--- src/design/itr_pkg.sv ---
`timescale 1ns / 1ps
package itr_pkg;

   // Operator stack sizing
   localparam int STACK_DEPTH = 32;
   localparam int CNT_W       = $clog2(STACK_DEPTH + 1);
   localparam int IDX_W       = $clog2(STACK_DEPTH);

   // Command queue between front and back
   localparam int QUEUE_DEPTH = 2;
   localparam int QPTR_W      = $clog2(QUEUE_DEPTH);
   localparam int QCNT_W      = $clog2(QUEUE_DEPTH + 1);

   // Input token kinds
   localparam logic [2:0] TK_VAR   = 3'd0;
   localparam logic [2:0] TK_CONST = 3'd1;
   localparam logic [2:0] TK_OPER  = 3'd2;
   localparam logic [2:0] TK_LBR   = 3'd3;
   localparam logic [2:0] TK_RBR   = 3'd4;
   localparam logic [2:0] TK_COMMA = 3'd5;
   localparam logic [2:0] TK_END   = 3'd6;

   // Result kinds
   localparam logic [1:0] OK_VAR    = 2'd0;
   localparam logic [1:0] OK_OPER   = 2'd1;
   localparam logic [1:0] OK_CONST  = 2'd2;
   localparam logic [1:0] OK_STATUS = 2'd3;

   // Error codes
   localparam logic [2:0] ERR_NONE     = 3'd0;
   localparam logic [2:0] ERR_NO_LBR   = 3'd1;
   localparam logic [2:0] ERR_NO_RBR   = 3'd2;
   localparam logic [2:0] ERR_MISUSE   = 3'd3;
   localparam logic [2:0] ERR_OVERFLOW = 3'd4;

   // Operator and function codes
   localparam logic [4:0] OP_ADD        = 5'd0;
   localparam logic [4:0] OP_SUB        = 5'd1;
   localparam logic [4:0] OP_DIV        = 5'd3;
   localparam logic [4:0] OP_POW        = 5'd4;
   localparam logic [4:0] FUNC_BASE     = 5'd5;
   localparam logic [4:0] CODE_NEG      = 5'd6;
   localparam logic [4:0] CONSUME_LIMIT = 5'd6;
   localparam logic [4:0] CODE_LIMIT    = 5'd26;
   localparam logic [4:0] BRACKET_MARK  = 5'd31;

   // Previous token class
   localparam logic [1:0] PC_NONE  = 2'd0;
   localparam logic [1:0] PC_LBR   = 2'd1;
   localparam logic [1:0] PC_OPER  = 2'd2;
   localparam logic [1:0] PC_OTHER = 2'd3;

   // Operand balance limits
   localparam logic signed [7:0] BAL_MAX = 8'sd127;
   localparam logic signed [7:0] BAL_MIN = -8'sd128;
   localparam logic signed [7:0] BAL_ONE = 8'sd1;

   // Classified command handed from front to back
   typedef enum logic [2:0] {
      CMD_VAR   = 3'd0,
      CMD_CONST = 3'd1,
      CMD_OPER  = 3'd2,
      CMD_LBR   = 3'd3,
      CMD_RBR   = 3'd4,
      CMD_COMMA = 3'd5,
      CMD_END   = 3'd6
   } cmd_class_type;

   typedef struct packed {
      cmd_class_type cls;
      logic [4:0]    code;
      logic [63:0]   re;
      logic [63:0]   im;
   } cmd_type;

   // Binary operators and negate take part in precedence popping
   function automatic logic is_op(input logic [4:0] c);
      return (c <= OP_POW) || (c == CODE_NEG);
   endfunction

   function automatic logic [2:0] prec(input logic [4:0] c);
      logic [2:0] p;
      if (c <= OP_SUB) begin
         p = 3'd1;
      end else if (c <= OP_DIV) begin
         p = 3'd2;
      end else if (c == CODE_NEG) begin
         p = 3'd3;
      end else begin
         p = 3'd4;
      end
      return p;
   endfunction

endpackage

--- src/design/itr_if.sv ---
`timescale 1ns / 1ps
interface itr_req_if;
   logic        valid;
   logic        ready;
   logic [2:0]  token_kind;
   logic [4:0]  op_code;
   logic [63:0] const_real;
   logic [63:0] const_imag;

   modport source (output valid, token_kind, op_code, const_real, const_imag,
                   input ready);
   modport sink (input valid, token_kind, op_code, const_real, const_imag,
                 output ready);
endinterface

interface itr_rsp_if;
   logic        valid;
   logic        ready;
   logic [1:0]  out_kind;
   logic [4:0]  out_code;
   logic [63:0] out_real;
   logic [63:0] out_imag;
   logic [2:0]  error_code;
   logic        last;

   modport source (output valid, out_kind, out_code, out_real, out_imag, error_code, last,
                   input ready);
   modport sink (input valid, out_kind, out_code, out_real, out_imag, error_code, last,
                 output ready);
endinterface

--- src/design/itr_front.sv ---
`timescale 1ns / 1ps
module itr_front import itr_pkg::*; (
   itr_req_if.sink  req_ch,
   input  logic     q_full,
   output logic     q_push,
   output cmd_type  q_cmd
);

   logic keep;

   // Classify the request and drop codes that mean nothing
   always_comb begin
      keep        = 1'b1;
      q_cmd.code  = req_ch.op_code;
      q_cmd.re    = req_ch.const_real;
      q_cmd.im    = req_ch.const_imag;
      q_cmd.cls   = CMD_VAR;
      case (req_ch.token_kind)
         TK_VAR: begin
            q_cmd.cls = CMD_VAR;
         end
         TK_CONST: begin
            q_cmd.cls = CMD_CONST;
         end
         TK_OPER: begin
            q_cmd.cls = CMD_OPER;
            keep      = (req_ch.op_code < CODE_LIMIT);
         end
         TK_LBR: begin
            q_cmd.cls = CMD_LBR;
         end
         TK_RBR: begin
            q_cmd.cls = CMD_RBR;
         end
         TK_COMMA: begin
            q_cmd.cls = CMD_COMMA;
         end
         TK_END: begin
            q_cmd.cls = CMD_END;
         end
         default: begin
            keep = 1'b0;
         end
      endcase
   end

   // Accept whenever the queue has room
   assign req_ch.ready = !q_full;
   assign q_push       = req_ch.valid && !q_full && keep;

endmodule

--- src/design/itr_cmd_queue.sv ---
`timescale 1ns / 1ps
module itr_cmd_queue import itr_pkg::*; (
   input  logic    clock,
   input  logic    reset,
   input  logic    push,
   input  cmd_type push_cmd,
   output logic    full,
   input  logic    pop,
   output logic    head_valid,
   output cmd_type head_cmd
);

   cmd_type             entry_ff [QUEUE_DEPTH];
   logic [QPTR_W-1:0]   wr_ptr_ff, wr_ptr_in;
   logic [QPTR_W-1:0]   rd_ptr_ff, rd_ptr_in;
   logic [QCNT_W-1:0]   count_ff, count_in;
   logic                do_push, do_pop;

   assign full       = (count_ff == QCNT_W'(QUEUE_DEPTH));
   assign head_valid = (count_ff != '0);
   assign head_cmd   = entry_ff[rd_ptr_ff];
   assign do_push    = push && !full;
   assign do_pop     = pop && head_valid;

   // Advance pointers and occupancy
   always_comb begin
      wr_ptr_in = wr_ptr_ff;
      rd_ptr_in = rd_ptr_ff;
      count_in  = count_ff;
      if (do_push) begin
         wr_ptr_in = (wr_ptr_ff == QPTR_W'(QUEUE_DEPTH - 1)) ? '0 : wr_ptr_ff + 1'b1;
      end
      if (do_pop) begin
         rd_ptr_in = (rd_ptr_ff == QPTR_W'(QUEUE_DEPTH - 1)) ? '0 : rd_ptr_ff + 1'b1;
      end
      if (do_push && !do_pop) begin
         count_in = count_ff + 1'b1;
      end else if (do_pop && !do_push) begin
         count_in = count_ff - 1'b1;
      end
   end

   always_ff @(posedge clock) begin
      if (reset) begin
         wr_ptr_ff <= '0;
         rd_ptr_ff <= '0;
         count_ff  <= '0;
      end else begin
         wr_ptr_ff <= wr_ptr_in;
         rd_ptr_ff <= rd_ptr_in;
         count_ff  <= count_in;
      end
   end

   // Hold entries until popped
   always_ff @(posedge clock) begin
      if (do_push) begin
         entry_ff[wr_ptr_ff] <= push_cmd;
      end
   end

endmodule

--- src/design/itr_back.sv ---
`timescale 1ns / 1ps
module itr_back import itr_pkg::*; (
   input  logic      clock,
   input  logic      reset,
   input  logic      q_valid,
   input  cmd_type   q_cmd,
   output logic      q_pop,
   itr_rsp_if.source rsp_ch
);

   typedef enum logic [6:0] {
      ST_IDLE   = 7'b0000001,
      ST_OPPOP  = 7'b0000010,
      ST_RPOP   = 7'b0000100,
      ST_RFUNC  = 7'b0001000,
      ST_CPOP   = 7'b0010000,
      ST_EPOP   = 7'b0100000,
      ST_STATUS = 7'b1000000
   } state_type;

   state_type         state_ff, state_in;
   logic [4:0]        stack_ff [STACK_DEPTH];
   logic [CNT_W-1:0]  count_ff, count_in;
   logic signed [7:0] bal_ff, bal_in;
   logic              has_out_ff, has_out_in;
   logic [1:0]        prev_ff, prev_in;
   logic [2:0]        err_ff, err_in;
   logic [4:0]        cur_ff, cur_in;

   logic              valid_ff, valid_in;
   logic [1:0]        kind_ff;
   logic [4:0]        code_ff;
   logic [63:0]       re_ff, im_ff;
   logic [2:0]        ecode_ff;
   logic              last_ff;

   logic              out_free;
   logic [IDX_W-1:0]  top_idx;
   logic [4:0]        top;
   logic              nonempty;
   logic              top_pops;
   logic              unary;
   logic              push_req, push_en;
   logic [4:0]        push_val;
   logic              emit;
   logic [1:0]        emit_kind;
   logic [4:0]        emit_code;
   logic [63:0]       emit_re, emit_im;
   logic [2:0]        emit_err;
   logic              emit_last;

   assign out_free = !valid_ff || rsp_ch.ready;
   assign top_idx  = IDX_W'(count_ff - CNT_W'(1));
   assign top      = stack_ff[top_idx];
   assign nonempty = (count_ff != '0);
   assign top_pops = is_op(top) && ((prec(top) > prec(cur_ff)) ||
                     ((prec(top) == prec(cur_ff)) && (cur_ff != OP_POW)));
   assign unary    = (q_cmd.code == OP_SUB) &&
                     ((!has_out_ff && !nonempty) || (prev_ff == PC_LBR) ||
                      (prev_ff == PC_OPER));

   always_comb begin
      state_in   = state_ff;
      count_in   = count_ff;
      bal_in     = bal_ff;
      has_out_in = has_out_ff;
      prev_in    = prev_ff;
      err_in     = err_ff;
      cur_in     = cur_ff;
      q_pop      = 1'b0;
      push_req   = 1'b0;
      push_en    = 1'b0;
      push_val   = q_cmd.code;
      emit       = 1'b0;
      emit_kind  = OK_OPER;
      emit_code  = top;
      emit_re    = '0;
      emit_im    = '0;
      emit_err   = ERR_NONE;
      emit_last  = 1'b0;

      // Sequence one command, at most one result per cycle
      case (state_ff)
         ST_IDLE: begin
            if (q_valid) begin
               if ((err_ff != ERR_NONE) && (q_cmd.cls != CMD_END)) begin
                  q_pop = 1'b1;
               end else begin
                  case (q_cmd.cls)
                     CMD_VAR: begin
                        if (out_free) begin
                           q_pop     = 1'b1;
                           emit      = 1'b1;
                           emit_kind = OK_VAR;
                           emit_code = '0;
                           prev_in   = PC_OTHER;
                        end
                     end
                     CMD_CONST: begin
                        if (out_free) begin
                           q_pop     = 1'b1;
                           emit      = 1'b1;
                           emit_kind = OK_CONST;
                           emit_code = '0;
                           emit_re   = q_cmd.re;
                           emit_im   = q_cmd.im;
                           prev_in   = PC_OTHER;
                        end
                     end
                     CMD_OPER: begin
                        q_pop = 1'b1;
                        if (q_cmd.code >= FUNC_BASE) begin
                           push_req = 1'b1;
                           prev_in  = (q_cmd.code == CODE_NEG) ? PC_OPER : PC_OTHER;
                        end else if (unary) begin
                           push_req = 1'b1;
                           push_val = CODE_NEG;
                           prev_in  = PC_OPER;
                        end else begin
                           cur_in   = q_cmd.code;
                           state_in = ST_OPPOP;
                        end
                     end
                     CMD_LBR: begin
                        q_pop    = 1'b1;
                        push_req = 1'b1;
                        push_val = BRACKET_MARK;
                        prev_in  = PC_LBR;
                     end
                     CMD_RBR: begin
                        q_pop    = 1'b1;
                        state_in = ST_RPOP;
                     end
                     CMD_COMMA: begin
                        q_pop    = 1'b1;
                        state_in = ST_CPOP;
                     end
                     CMD_END: begin
                        q_pop    = 1'b1;
                        state_in = (err_ff != ERR_NONE) ? ST_STATUS : ST_EPOP;
                     end
                     default: begin
                        q_pop = 1'b1;
                     end
                  endcase
               end
            end
         end
         ST_OPPOP: begin
            // Pop operators that bind tighter, or as tight unless the new one is power, then push the new one
            if (nonempty && top_pops) begin
               if (out_free) begin
                  emit     = 1'b1;
                  count_in = count_ff - 1'b1;
               end
            end else begin
               push_req = 1'b1;
               push_val = cur_ff;
               prev_in  = PC_OPER;
               state_in = ST_IDLE;
            end
         end
         ST_RPOP: begin
            // Pop to the bracket, drop it, then pop a function or operator above it
            if (nonempty && (top != BRACKET_MARK)) begin
               if (out_free) begin
                  emit     = 1'b1;
                  count_in = count_ff - 1'b1;
               end
            end else if (!nonempty) begin
               if (err_in == ERR_NONE) begin
                  err_in = ERR_NO_LBR;
               end
               prev_in  = PC_OTHER;
               state_in = ST_IDLE;
            end else begin
               count_in = count_ff - 1'b1;
               state_in = ST_RFUNC;
            end
         end
         ST_RFUNC: begin
            if (nonempty && (top != BRACKET_MARK)) begin
               if (out_free) begin
                  emit     = 1'b1;
                  count_in = count_ff - 1'b1;
                  prev_in  = PC_OTHER;
                  state_in = ST_IDLE;
               end
            end else begin
               prev_in  = PC_OTHER;
               state_in = ST_IDLE;
            end
         end
         ST_CPOP: begin
            if (nonempty && (top != BRACKET_MARK)) begin
               if (out_free) begin
                  emit     = 1'b1;
                  count_in = count_ff - 1'b1;
               end
            end else begin
               prev_in  = PC_OTHER;
               state_in = ST_IDLE;
            end
         end
         ST_EPOP: begin
            // Flush the stack; a leftover bracket stops the flush
            if (nonempty) begin
               if (top == BRACKET_MARK) begin
                  if (err_in == ERR_NONE) begin
                     err_in = ERR_NO_RBR;
                  end
                  count_in = count_ff - 1'b1;
                  state_in = ST_STATUS;
               end else if (out_free) begin
                  emit     = 1'b1;
                  count_in = count_ff - 1'b1;
               end
            end else begin
               state_in = ST_STATUS;
            end
         end
         ST_STATUS: begin
            // Report and return to the reset state
            if (out_free) begin
               emit       = 1'b1;
               emit_kind  = OK_STATUS;
               emit_code  = '0;
               emit_last  = 1'b1;
               if (err_ff != ERR_NONE) begin
                  emit_err = err_ff;
               end else if (bal_ff != BAL_ONE) begin
                  emit_err = ERR_MISUSE;
               end else begin
                  emit_err = ERR_NONE;
               end
               count_in   = '0;
               bal_in     = '0;
               has_out_in = 1'b0;
               prev_in    = PC_NONE;
               err_in     = ERR_NONE;
               state_in   = ST_IDLE;
            end
         end
         default: begin
            state_in = ST_IDLE;
         end
      endcase

      // Push onto the stack, or flag overflow when full
      if (push_req) begin
         if (count_ff >= CNT_W'(STACK_DEPTH)) begin
            if (err_in == ERR_NONE) begin
               err_in = ERR_OVERFLOW;
            end
         end else begin
            push_en  = 1'b1;
            count_in = count_ff + 1'b1;
         end
      end

      // Track operand balance of emitted tokens
      if (emit && (emit_kind != OK_STATUS)) begin
         has_out_in = 1'b1;
         if ((emit_kind == OK_VAR) || (emit_kind == OK_CONST)) begin
            if (bal_ff == BAL_MAX) begin
               if (err_in == ERR_NONE) begin
                  err_in = ERR_OVERFLOW;
               end
            end else begin
               bal_in = bal_ff + 8'sd1;
            end
         end else if (emit_code < CONSUME_LIMIT) begin
            if (bal_ff == BAL_MIN) begin
               if (err_in == ERR_NONE) begin
                  err_in = ERR_OVERFLOW;
               end
            end else begin
               bal_in = bal_ff - 8'sd1;
            end
         end
      end

      // Hold the result until taken
      if (emit) begin
         valid_in = 1'b1;
      end else if (rsp_ch.ready) begin
         valid_in = 1'b0;
      end else begin
         valid_in = valid_ff;
      end
   end

   always_ff @(posedge clock) begin
      if (reset) begin
         state_ff   <= ST_IDLE;
         count_ff   <= '0;
         bal_ff     <= '0;
         has_out_ff <= 1'b0;
         prev_ff    <= PC_NONE;
         err_ff     <= ERR_NONE;
         valid_ff   <= 1'b0;
      end else begin
         state_ff   <= state_in;
         count_ff   <= count_in;
         bal_ff     <= bal_in;
         has_out_ff <= has_out_in;
         prev_ff    <= prev_in;
         err_ff     <= err_in;
         valid_ff   <= valid_in;
      end
   end

   // Payload and stack storage
   always_ff @(posedge clock) begin
      cur_ff <= cur_in;
      if (push_en) begin
         stack_ff[count_ff[IDX_W-1:0]] <= push_val;
      end
      if (emit) begin
         kind_ff  <= emit_kind;
         code_ff  <= emit_code;
         re_ff    <= emit_re;
         im_ff    <= emit_im;
         ecode_ff <= emit_err;
         last_ff  <= emit_last;
      end
   end

   assign rsp_ch.valid      = valid_ff;
   assign rsp_ch.out_kind   = kind_ff;
   assign rsp_ch.out_code   = code_ff;
   assign rsp_ch.out_real   = re_ff;
   assign rsp_ch.out_imag   = im_ff;
   assign rsp_ch.error_code = ecode_ff;
   assign rsp_ch.last       = last_ff;

endmodule

--- src/design/infix_to_rpn_shunting_yard_unit.sv ---
`timescale 1ns / 1ps
// Infix to reverse Polish converter: takes classified formula tokens on req_ch and
// emits postfix tokens on rsp_ch, closing each formula with one status result
// (last = 1) that carries the first error seen. A front stage accepts a request
// whenever the two-entry command queue has room and drops unknown token kinds and
// operator codes above 25 there. The back sequencer sees the queue head the cycle
// after it is written and runs one command at a time against a 32-entry operator
// stack. It forms at most one result per cycle, and that result is valid on rsp_ch
// the next cycle. A variable, constant, function, unary minus, left bracket, or any
// token ignored after an error is handled as it leaves the queue. A binary operator
// first pops each stacked operator that outranks it, then is pushed. A right bracket
// pops to its bracket, drops it, then pops a function or operator sitting above it;
// a missing bracket is flagged. A comma pops to the bracket. The end token flushes
// the stack and then reports status, or only reports status when an error is pending.
// A cycle that forms a result waits while the result register holds a result not yet
// taken. Stack pops go one at a time, through the single read port and result register.
module infix_to_rpn_shunting_yard_unit import itr_pkg::*; (
   input logic       clock,
   input logic       reset,
   itr_req_if.sink   req_ch,
   itr_rsp_if.source rsp_ch
);

   logic    q_push, q_full, q_pop, q_valid;
   cmd_type q_in_cmd, q_head_cmd;

   itr_front u_front (
      .req_ch (req_ch),
      .q_full (q_full),
      .q_push (q_push),
      .q_cmd  (q_in_cmd)
   );

   itr_cmd_queue u_queue (
      .clock      (clock),
      .reset      (reset),
      .push       (q_push),
      .push_cmd   (q_in_cmd),
      .full       (q_full),
      .pop        (q_pop),
      .head_valid (q_valid),
      .head_cmd   (q_head_cmd)
   );

   itr_back u_back (
      .clock   (clock),
      .reset   (reset),
      .q_valid (q_valid),
      .q_cmd   (q_head_cmd),
      .q_pop   (q_pop),
      .rsp_ch  (rsp_ch)
   );

endmodule

--- src/flat_wrapper.sv ---
// flat-port wrapper written by rule: the top's interface ports become plain ports
module infix_to_rpn_shunting_yard_unit_flat import itr_pkg::*;
  (clock, reset, req_ch_valid, req_ch_token_kind, req_ch_op_code, req_ch_const_real, req_ch_const_imag, req_ch_ready, rsp_ch_valid, rsp_ch_out_kind, rsp_ch_out_code, rsp_ch_out_real, rsp_ch_out_imag, rsp_ch_error_code, rsp_ch_last, rsp_ch_ready);
  itr_req_if req_ch_i ();
  itr_rsp_if rsp_ch_i ();
  input logic clock;
  input logic reset;
  input wire logic [$bits(req_ch_i.valid)-1:0] req_ch_valid;
  input wire logic [$bits(req_ch_i.token_kind)-1:0] req_ch_token_kind;
  input wire logic [$bits(req_ch_i.op_code)-1:0] req_ch_op_code;
  input wire logic [$bits(req_ch_i.const_real)-1:0] req_ch_const_real;
  input wire logic [$bits(req_ch_i.const_imag)-1:0] req_ch_const_imag;
  output wire logic [$bits(req_ch_i.ready)-1:0] req_ch_ready;
  output wire logic [$bits(rsp_ch_i.valid)-1:0] rsp_ch_valid;
  output wire logic [$bits(rsp_ch_i.out_kind)-1:0] rsp_ch_out_kind;
  output wire logic [$bits(rsp_ch_i.out_code)-1:0] rsp_ch_out_code;
  output wire logic [$bits(rsp_ch_i.out_real)-1:0] rsp_ch_out_real;
  output wire logic [$bits(rsp_ch_i.out_imag)-1:0] rsp_ch_out_imag;
  output wire logic [$bits(rsp_ch_i.error_code)-1:0] rsp_ch_error_code;
  output wire logic [$bits(rsp_ch_i.last)-1:0] rsp_ch_last;
  input wire logic [$bits(rsp_ch_i.ready)-1:0] rsp_ch_ready;
  assign req_ch_i.valid = req_ch_valid;
  assign req_ch_i.token_kind = req_ch_token_kind;
  assign req_ch_i.op_code = req_ch_op_code;
  assign req_ch_i.const_real = req_ch_const_real;
  assign req_ch_i.const_imag = req_ch_const_imag;
  assign req_ch_ready = req_ch_i.ready;
  assign rsp_ch_valid = rsp_ch_i.valid;
  assign rsp_ch_out_kind = rsp_ch_i.out_kind;
  assign rsp_ch_out_code = rsp_ch_i.out_code;
  assign rsp_ch_out_real = rsp_ch_i.out_real;
  assign rsp_ch_out_imag = rsp_ch_i.out_imag;
  assign rsp_ch_error_code = rsp_ch_i.error_code;
  assign rsp_ch_last = rsp_ch_i.last;
  assign rsp_ch_i.ready = rsp_ch_ready;
  infix_to_rpn_shunting_yard_unit u_core (.clock(clock), .reset(reset), .req_ch(req_ch_i), .rsp_ch(rsp_ch_i));
endmodule
--- config.mk ---
export PLATFORM = sky130hd
export DESIGN_NAME = infix_to_rpn_shunting_yard_unit_flat
export DESIGN_NICKNAME = d
export VERILOG_FILES = /design/src/design/itr_pkg.sv /design/src/design/itr_if.sv /design/src/design/itr_front.sv /design/src/design/itr_cmd_queue.sv /design/src/design/itr_back.sv /design/src/design/infix_to_rpn_shunting_yard_unit.sv /design/src/flat_wrapper.sv
export SDC_FILE = /design/constraint.sdc
export NUM_CORES = 1
export LEC_CHECK = 0
export ABC_AREA = 1
export ABC_CLOCK_PERIOD_IN_PS = 23200
export BUFFER_PORTS_ARGS = -buffer_cell sky130_fd_sc_hd__buf_4
export CORE_MARGIN = 3
export CORE_UTILIZATION = 50
export DETAILED_ROUTE_END_ITERATION = 8
export GPL_ROUTABILITY_DRIVEN = 0
export PLACE_DENSITY = 0.69
export SLEW_MARGIN = 25
export SYNTH_ARGS = -nofsm -noshare
export SYNTH_HDL_FRONTEND = slang
export SYNTH_HIERARCHICAL = 1
export SYNTH_SLANG_ARGS = --single-unit
--- constraint.sdc ---
create_clock -name clock -period 23.2 [get_ports clock]
set_input_delay 3.48 -clock clock [delete_from_list [all_inputs] [get_ports clock]]
set_output_delay 3.48 -clock clock [all_outputs]
set_load 0.1 [all_outputs]
=== Word level (Yosys, flattened, before mapping) ===
Memories as Yosys holds them, arrays and structs flattened. A register that Yosys moved wholly into a read port is not among the register bits.
Index checks and enable logic that the tools add are counted.

* Bits in writable memories: 432
* Output and inout port bits: 141
* Word-level logic and storage cells: 273
* Memories: 2
* Memory bits (read-only): 0
* Flip-flop bits (word level): 176
* Latch bits: 0
* Input port bits: 140

{| class="wikitable"
|+ Memories
! memory !! words !! width !! read ports !! clocked after Yosys merged registers in !! write ports !! line !! source
|-
| u_core.u_queue.entry_ff || 2 || 136 || 1 || 1 || 1 || itr_cmd_queue.sv:13 || <nowiki>cmd_type entry_ff [QUEUE_DEPTH];</nowiki>
|-
| u_core.u_back.stack_ff || 32 || 5 || 1 || 0 || 1 || itr_back.sv:22 || <nowiki>logic [4:0] stack_ff [STACK_DEPTH];</nowiki>
|}

* Multipliers: 0
* Add/sub/neg operators: 8
* Equal/unequal tests: 49
* Mux-type cells: 130
* Divide/modulo/power cells: 0
* Reduce and logical (&&, ||, !) cells: 50
* Bitwise logic cells: 7
* Shift operators: 0
* $lt $le $gt $ge: 10

{| class="wikitable"
|+ Operators by type and width
! cell !! number
|-
| two-way mux 7 bit || 12
|-
| two-way mux 3 bit || 23
|-
| two-way mux 6 bit || 10
|-
| two-way mux 8 bit || 7
|-
| one-hot mux 7 bit (7 select lines) || 1
|-
| two-way mux 5 bit || 9
|-
| two-way mux 2 bit || 18
|-
| two-way mux 1 bit || 34
|-
| one-hot mux 5 bit (2 select lines) || 3
|-
| one-hot mux 6 bit (5 select lines) || 1
|-
| one-hot mux 7 bit (4 select lines) || 1
|-
| equality test 3 bit (second input constant) || 6
|-
| one-hot mux 3 bit (6 select lines) || 1
|-
| equality test 8 bit (second input constant) || 2
|-
| equality test 5 x 3 -> 1 bit (second input constant) || 3
|-
| zero test 3 bit || 5
|-
| logical AND 1 bit || 14
|-
| inequality test 2 bit (second input constant) || 7
|-
| equality test 3 x 2 -> 1 bit (second input constant) || 4
|-
| inequality test 3 bit (second input constant) || 4
|-
| one-hot mux 2 bit (6 select lines) || 1
|-
| nonzero test 6 bit || 2
|-
| less-or-equal comparator 5 x 1 -> 1 bit (second input constant) || 2
|-
| less-or-equal comparator 5 x 2 -> 1 bit (second input constant) || 2
|-
| 53 further kinds || 82
|}

=== Depth between registers and ports, before layout ===
An unclocked memory read counts as a cell.

* Word-level depth: 20
* Mapped depth: 33
* Mapped depth without buffers: 30

=== Cells and area by module ===
The synthesis kept the hierarchy.

{| class="wikitable"
|+ Modules (own cells, without submodules)
! module !! area each (um2) !! cells an instance !! times used !! sequential area each (um2)
|-
| itr_back || 15723.8 || 1664 || 1 || 9689.3
|-
| itr_cmd_queue || 10202.3 || 460 || 1 || 8267.9
|-
| itr_front || 1071.0 || 148 || 1 || 0.0
|}

=== Worst setup path before layout ===
OpenSTA, ideal clock, no wires.

* Kind: input to register
* From: input req_ch_op_code[4]
* To: memory u_core/u_queue/entry_ff[0][0] in the netlist's numbering (enable)
* Path buffers: 0
* Arrival: 9.590 ns
* Cell stages on the path: 7
* Setup time: 0.634 ns
* Required time: 22.566 ns
* Setup slack: 12.976 ns
* Cells stage by stage: nand2_1 -> inv_1 -> nand3_1 -> nand2_1 -> a21oi_2 -> o21ai_0 -> nor2_1

* Cells in the longest elaborated chain, start to end: 6

{| class="wikitable"
|+ RTL lines
! item !! line !! source
|-
| start, declared || flat_wrapper.sv:10 || <nowiki>input wire logic [$bits(req_ch_i.op_code)-1:0] req_ch_op_code;</nowiki>
|-
| < comparator 5 bit || itr_front.sv:27 || <nowiki>keep = (req_ch.op_code < CODE_LIMIT);</nowiki>
|-
| one-hot mux 1 bit (2 select lines) || itr_front.sv:18 || <nowiki>case (req_ch.token_kind)</nowiki>
|-
| logical AND 1 bit || itr_front.sv:49 || <nowiki>assign q_push = req_ch.valid && !q_full && keep;</nowiki>
|-
| via u_core.q_push || infix_to_rpn_shunting_yard_unit.sv:24 || <nowiki>logic q_push, q_full, q_pop, q_valid;</nowiki>
|-
| logical AND 1 bit || itr_cmd_queue.sv:22 || <nowiki>assign do_push = push && !full;</nowiki>
|-
| two-way mux 1 bit || itr_cmd_queue.sv:57 || <nowiki>if (do_push) begin</nowiki>
|-
| two-way mux 1 bit (implied by the code) || itr_cmd_queue.sv:58 || <nowiki>entry_ff[wr_ptr_ff] <= push_cmd;</nowiki>
|-
| end, declared || itr_cmd_queue.sv:13 ||
|}

The timed path passes the listed nets, and every way through them passes these cells.

=== Worst setup path after layout ===
* From: register u_core.u_back.count_ff[0]
* To: register u_core.u_back.im_ff[46] (netlist: u_core/u_back/rsp_ch.out_imag[46]) (enable)

* Cells in the longest elaborated chain, start to end: 13
* Elaborated cells on any way between the ends: 25
* Classes of those cells: 1 x add/sub; 4 x order compare; 4 x eq/ne; 8 x mux; 7 x reduce/logical; 1 x memory

{| class="wikitable"
|+ RTL lines
! item !! line !! source
|-
| start, declared || itr_back.sv:23 || <nowiki>logic [CNT_W-1:0] count_ff, count_in;</nowiki>
|-
| start signal, assigned || itr_back.sv:304 || <nowiki>count_ff <= count_in;</nowiki>
|-
| parallel branches: the longest is 12 deep, another holds subtractor 6 x 1 -> 6 bit || - ||
|-
| one-hot mux 1 bit (5 select lines) (*) || itr_back.sv:83 || <nowiki>case (state_ff)</nowiki>
|-
| via u_core.u_back.emit || itr_back.sv:45 || <nowiki>logic emit;</nowiki>
|-
| end signal, assigned || itr_back.sv:323 || <nowiki>im_ff <= emit_im;</nowiki>
|-
| end, declared || itr_back.sv:33 || <nowiki>logic [63:0] re_ff, im_ff;</nowiki>
|}

Mark *: on every way through the listed nets, which the timed path passes.
A chain may end at the register's enable or synchronous reset.

==> impl_metrics.py <==
metrics = {
    "run_status": {
        "status": "finished, final reports clean",
    },
    "synthesis": {
        "synth_ff_type": "edfxtp_1",
        "synth-edff-count": 576,
        "synth_seq_cells": 609,
        "yosysWarnings": 6,
        "synthArstFlopShare_pct": 0,
        "synth_cell_types": 56,
        "synth_fp_nets": 2426,
        "syn_inst": 2272,
        "netlist_area_sq_mm": 0.0270,
        "syn_avg_cell_area_sq_um": 11.9,
        "yosysSeqAreaShare_pct": 66.5,
    },
    "grt": {
        "grt_max_degree": 87,
        "grt_pass1_vias": 16500,
        "grt_overflow": 0,
        "grt_usage_pct": 21.2,
        "grt_first_pass_wirelength_mm": 93.3,
        "antenna_found_initial": 6,
    },
    "sta": {
        "rsz0062_at_grt": "false",
        "finalSetupTns_ps": 0,
        "slew_viol_final": 0,
        "min_period_over_period_pct": 33.7,
        "skew_ps": 34.3,
        "worstMarginPinSlew_ps": 1050,
        "fmax_mhz": 128,
        "hold_viol_final": 0,
        "setup_viol": 0,
        "maxSlewHeadroom_pct": 30.0,
        "finalCriticalPeriod_ps": 7810,
    },
    "cts": {
        "cts_resized": 0,
        "htreeDepth": 3,
        "hold_buffers": 0,
        "cts_tree": "yes",
        "clock_path_buffers": 3,
        "cts_setup_buffers": 0,
        "numCtsBuffers": 66,
        "clock_latency_ps": 610,
        "cts.sinks": 609,
        "root_buffer": "clkbuf_16",
        "clkTransAtPathRegs_ps": 50,
    },
    "die": {
        "die_y_um": 238,
        "die_x_um": 238,
        "die_area_sq_mm": 0.0568,
        "io_pins": 281,
        "coreArea_sq_mm": 0.0530,
        "start_util_pct": 51.0,
        "row_count": 84,
    },
    "power": {
        "p_per_area_mw_per_mm2": 145,
        "ir_drop_mv": 0.0896,
        "power.leakage_nw": 12.3,
        "fin_total_pwr_mw": 4.47,
    },
    "final_layout": {
        "final_nets": 2585,
        "fill_cells": 4302,
        "final_util_pct": 58.1,
        "synthToLayoutAreaGrowth_pct": 14.1,
        "drive_gt1_share_pct": 23.3,
        "multi_input_area_sq_mm": 0.00646,
        "regArea_sq_mm": 0.0180,
    },
    "setup_path": {
        "r2r-start": "u_core/u_back/count_ff[0]",
        "cp.arrival_ps": 8030,
        "startpoint": "u_core/u_back/count_ff[0]",
        "cp_slowest_stage_delay_ps": 830,
        "worst_setup_path_start_kind": "register",
        "cp.required_ps": 23410,
        "slowest_stage": "buf_4",
        "path_buf_inv": 7,
        "worstSetupPathType": "register to register",
        "path_max_fanout": 86,
        "critPathTopFamily": "buffers and inverters",
        "reg2reg_slack_ps": 15390,
        "end_kind": "register",
    },
    "routing": {
        "first_pass_iters": 6,
        "viasPerCell": 5.22,
        "drc": 0,
        "via_count": 16600,
        "wl_per_cell_um": 19.1,
        "drtIter0Drc": 1710,
        "totalWireLength_mm": 60.7,
        "drtAntennaViolNets": 0,
    },
    "placement": {
        "portBuffers": 280,
        "hpwl_mm": 40.0,
    },
    "hold_path": {
        "min_from": "u_core/u_back/state_ff[5]",
        "min_path_type": "register to register",
    },
    "run": {
        "maxCapViolCount": 0,
    },
}
[power by group]
part	internal (mW)	total [mW]	switching, mW
Sequential	1.49	1.55	0.0568
Clock	0.572	0.997	0.424
Combinational	0.520	1.92	1.40
[flip-flops by register name, indices dropped and copies added, names as in the netlist, named ones only]
| register | count |
|---|---|
| u_core/u_queue/count_ff | 2 |
| u_core/u_back/cur_ff | 5 |
| u_core/u_queue/entry_ff | 272 |
| u_core/u_back/rsp_ch.error_code | 3 |
| u_core/u_back/has_out_ff | 1 |
| u_core/u_back/count_ff | 6 |
| u_core/u_back/rsp_ch.out_code | 5 |
| u_core/u_back/state_ff | 7 |
| u_core/u_back/rsp_ch.out_kind | 2 |
| u_core/u_back/prev_ff | 2 |
| u_core/u_back/rsp_ch.out_real | 64 |
| u_core/u_back/stack_ff | 160 |
| u_core/u_queue/rd_ptr_ff | 1 |
| u_core/u_back/rsp_ch.last | 1 |
| u_core/u_back/rsp_ch.valid | 1 |
| u_core/u_back/err_ff | 3 |
| u_core/u_queue/wr_ptr_ff | 1 |
| u_core/u_back/rsp_ch.out_imag | 64 |
| u_core/u_back/bal_ff | 8 |
[placed cells by master (no fill, tap or decap), drive strengths merged, types with 2 or more instances in the layout]
master / n
nand2: 402
o31ai: 4
nor2: 265
a311oi: 2
o21a: 2
ha: 14
a21boi: 2
o21ai: 42
clkinv: 28
mux2: 137
bufinv: 3
buf: 300
nand3: 173
a22oi: 2
nand3b: 2
diode: 2
nand4: 17
edfxtp: 576
dfxtp: 33
o211ai: 4
nor3: 17
xor2: 10
a21oi: 40
clkbuf: 86
clkinvlp: 2
inv: 306
nor4: 7
[synth_stat cells (all sizes together), types with 17 or more instances]
| cell | instances | area (sq um) |
|---|---|---|
| clkbuf | 20 | 75.1 |
| edfxtp | 576 | 17300 |
| buf | 189 | 1410 |
| nand4 | 17 | 128 |
| a21oi | 40 | 215 |
| inv | 302 | 1140 |
| nor2 | 265 | 1030 |
| mux2 | 137 | 1690 |
| nand3 | 173 | 898 |
| nor3 | 17 | 95.1 |
| o21ai | 42 | 229 |
| dfxtp | 33 | 661 |
| nand2 | 402 | 1590 |
[through the flow]
stage	cell area, sq um	worst slack [ps]	cells	hold WS [ps]
2_1_floorplan	27000	12980	2272	458
3_3_place_gp	28700	15410	3049	475
3_5_place_dp	28700	15090	3050	477
4_1_cts	30800	15090	3171	487
5_1_grt	30800	14690	3172	510
6_report	30800	15390	3174	489
[routing by layer]
layer  share of wire, %  global-route usage, %
met1                 39                   26.9
met2                 48                   34.7
met3                 10                   8.11
met4                2.0                   5.37
met5              0.089                      0
[cell type report]
class	count	area share, %
repair buffers	300	7.44
well taps	688	2.80
flip-flops and latches	609	58.3
inverters	304	3.72
clock inverters	35	1.03
clock buffers	86	5.68
diodes	2	0.0163
multi-input cells	1150	21.0
[worst min-delay path: cells and delay by family (launching register included)]
family,cells,cell delay [ps]
flops,1,320
simple gates,1,60
compound gates,1,60
[path summary, 6_finish.rpt]
check	depth (start not counted)	endpoint
hold reg to reg	2	u_core/u_back/state_ff[5]
hold / removal	2	u_core/u_back/state_ff[5]
setup / recovery	27	u_core/u_back/rsp_ch.out_imag[46]
setup reg to reg	27	u_core/u_back/rsp_ch.out_imag[46]
[cells by family (layout without fill, tap and decap cells)]
kind of cell | Yosys count | in the layout | share of synthesized area [%]
AOI/OAI and AO/OA | 105 | 105 | 2.31
and+or+nand+nor | 884 | 884 | 14.2
buffers and inverters | 513 | 725 | 9.72
DFF | 609 | 609 | 66.5
other | 0 | 2 | 0
muxes | 137 | 137 | 6.27
adders and majority gates | 14 | 14 | 0.649
xor gates and xnor gates | 10 | 10 | 0.324
Note: power is estimated with default switching activity, not from simulation.
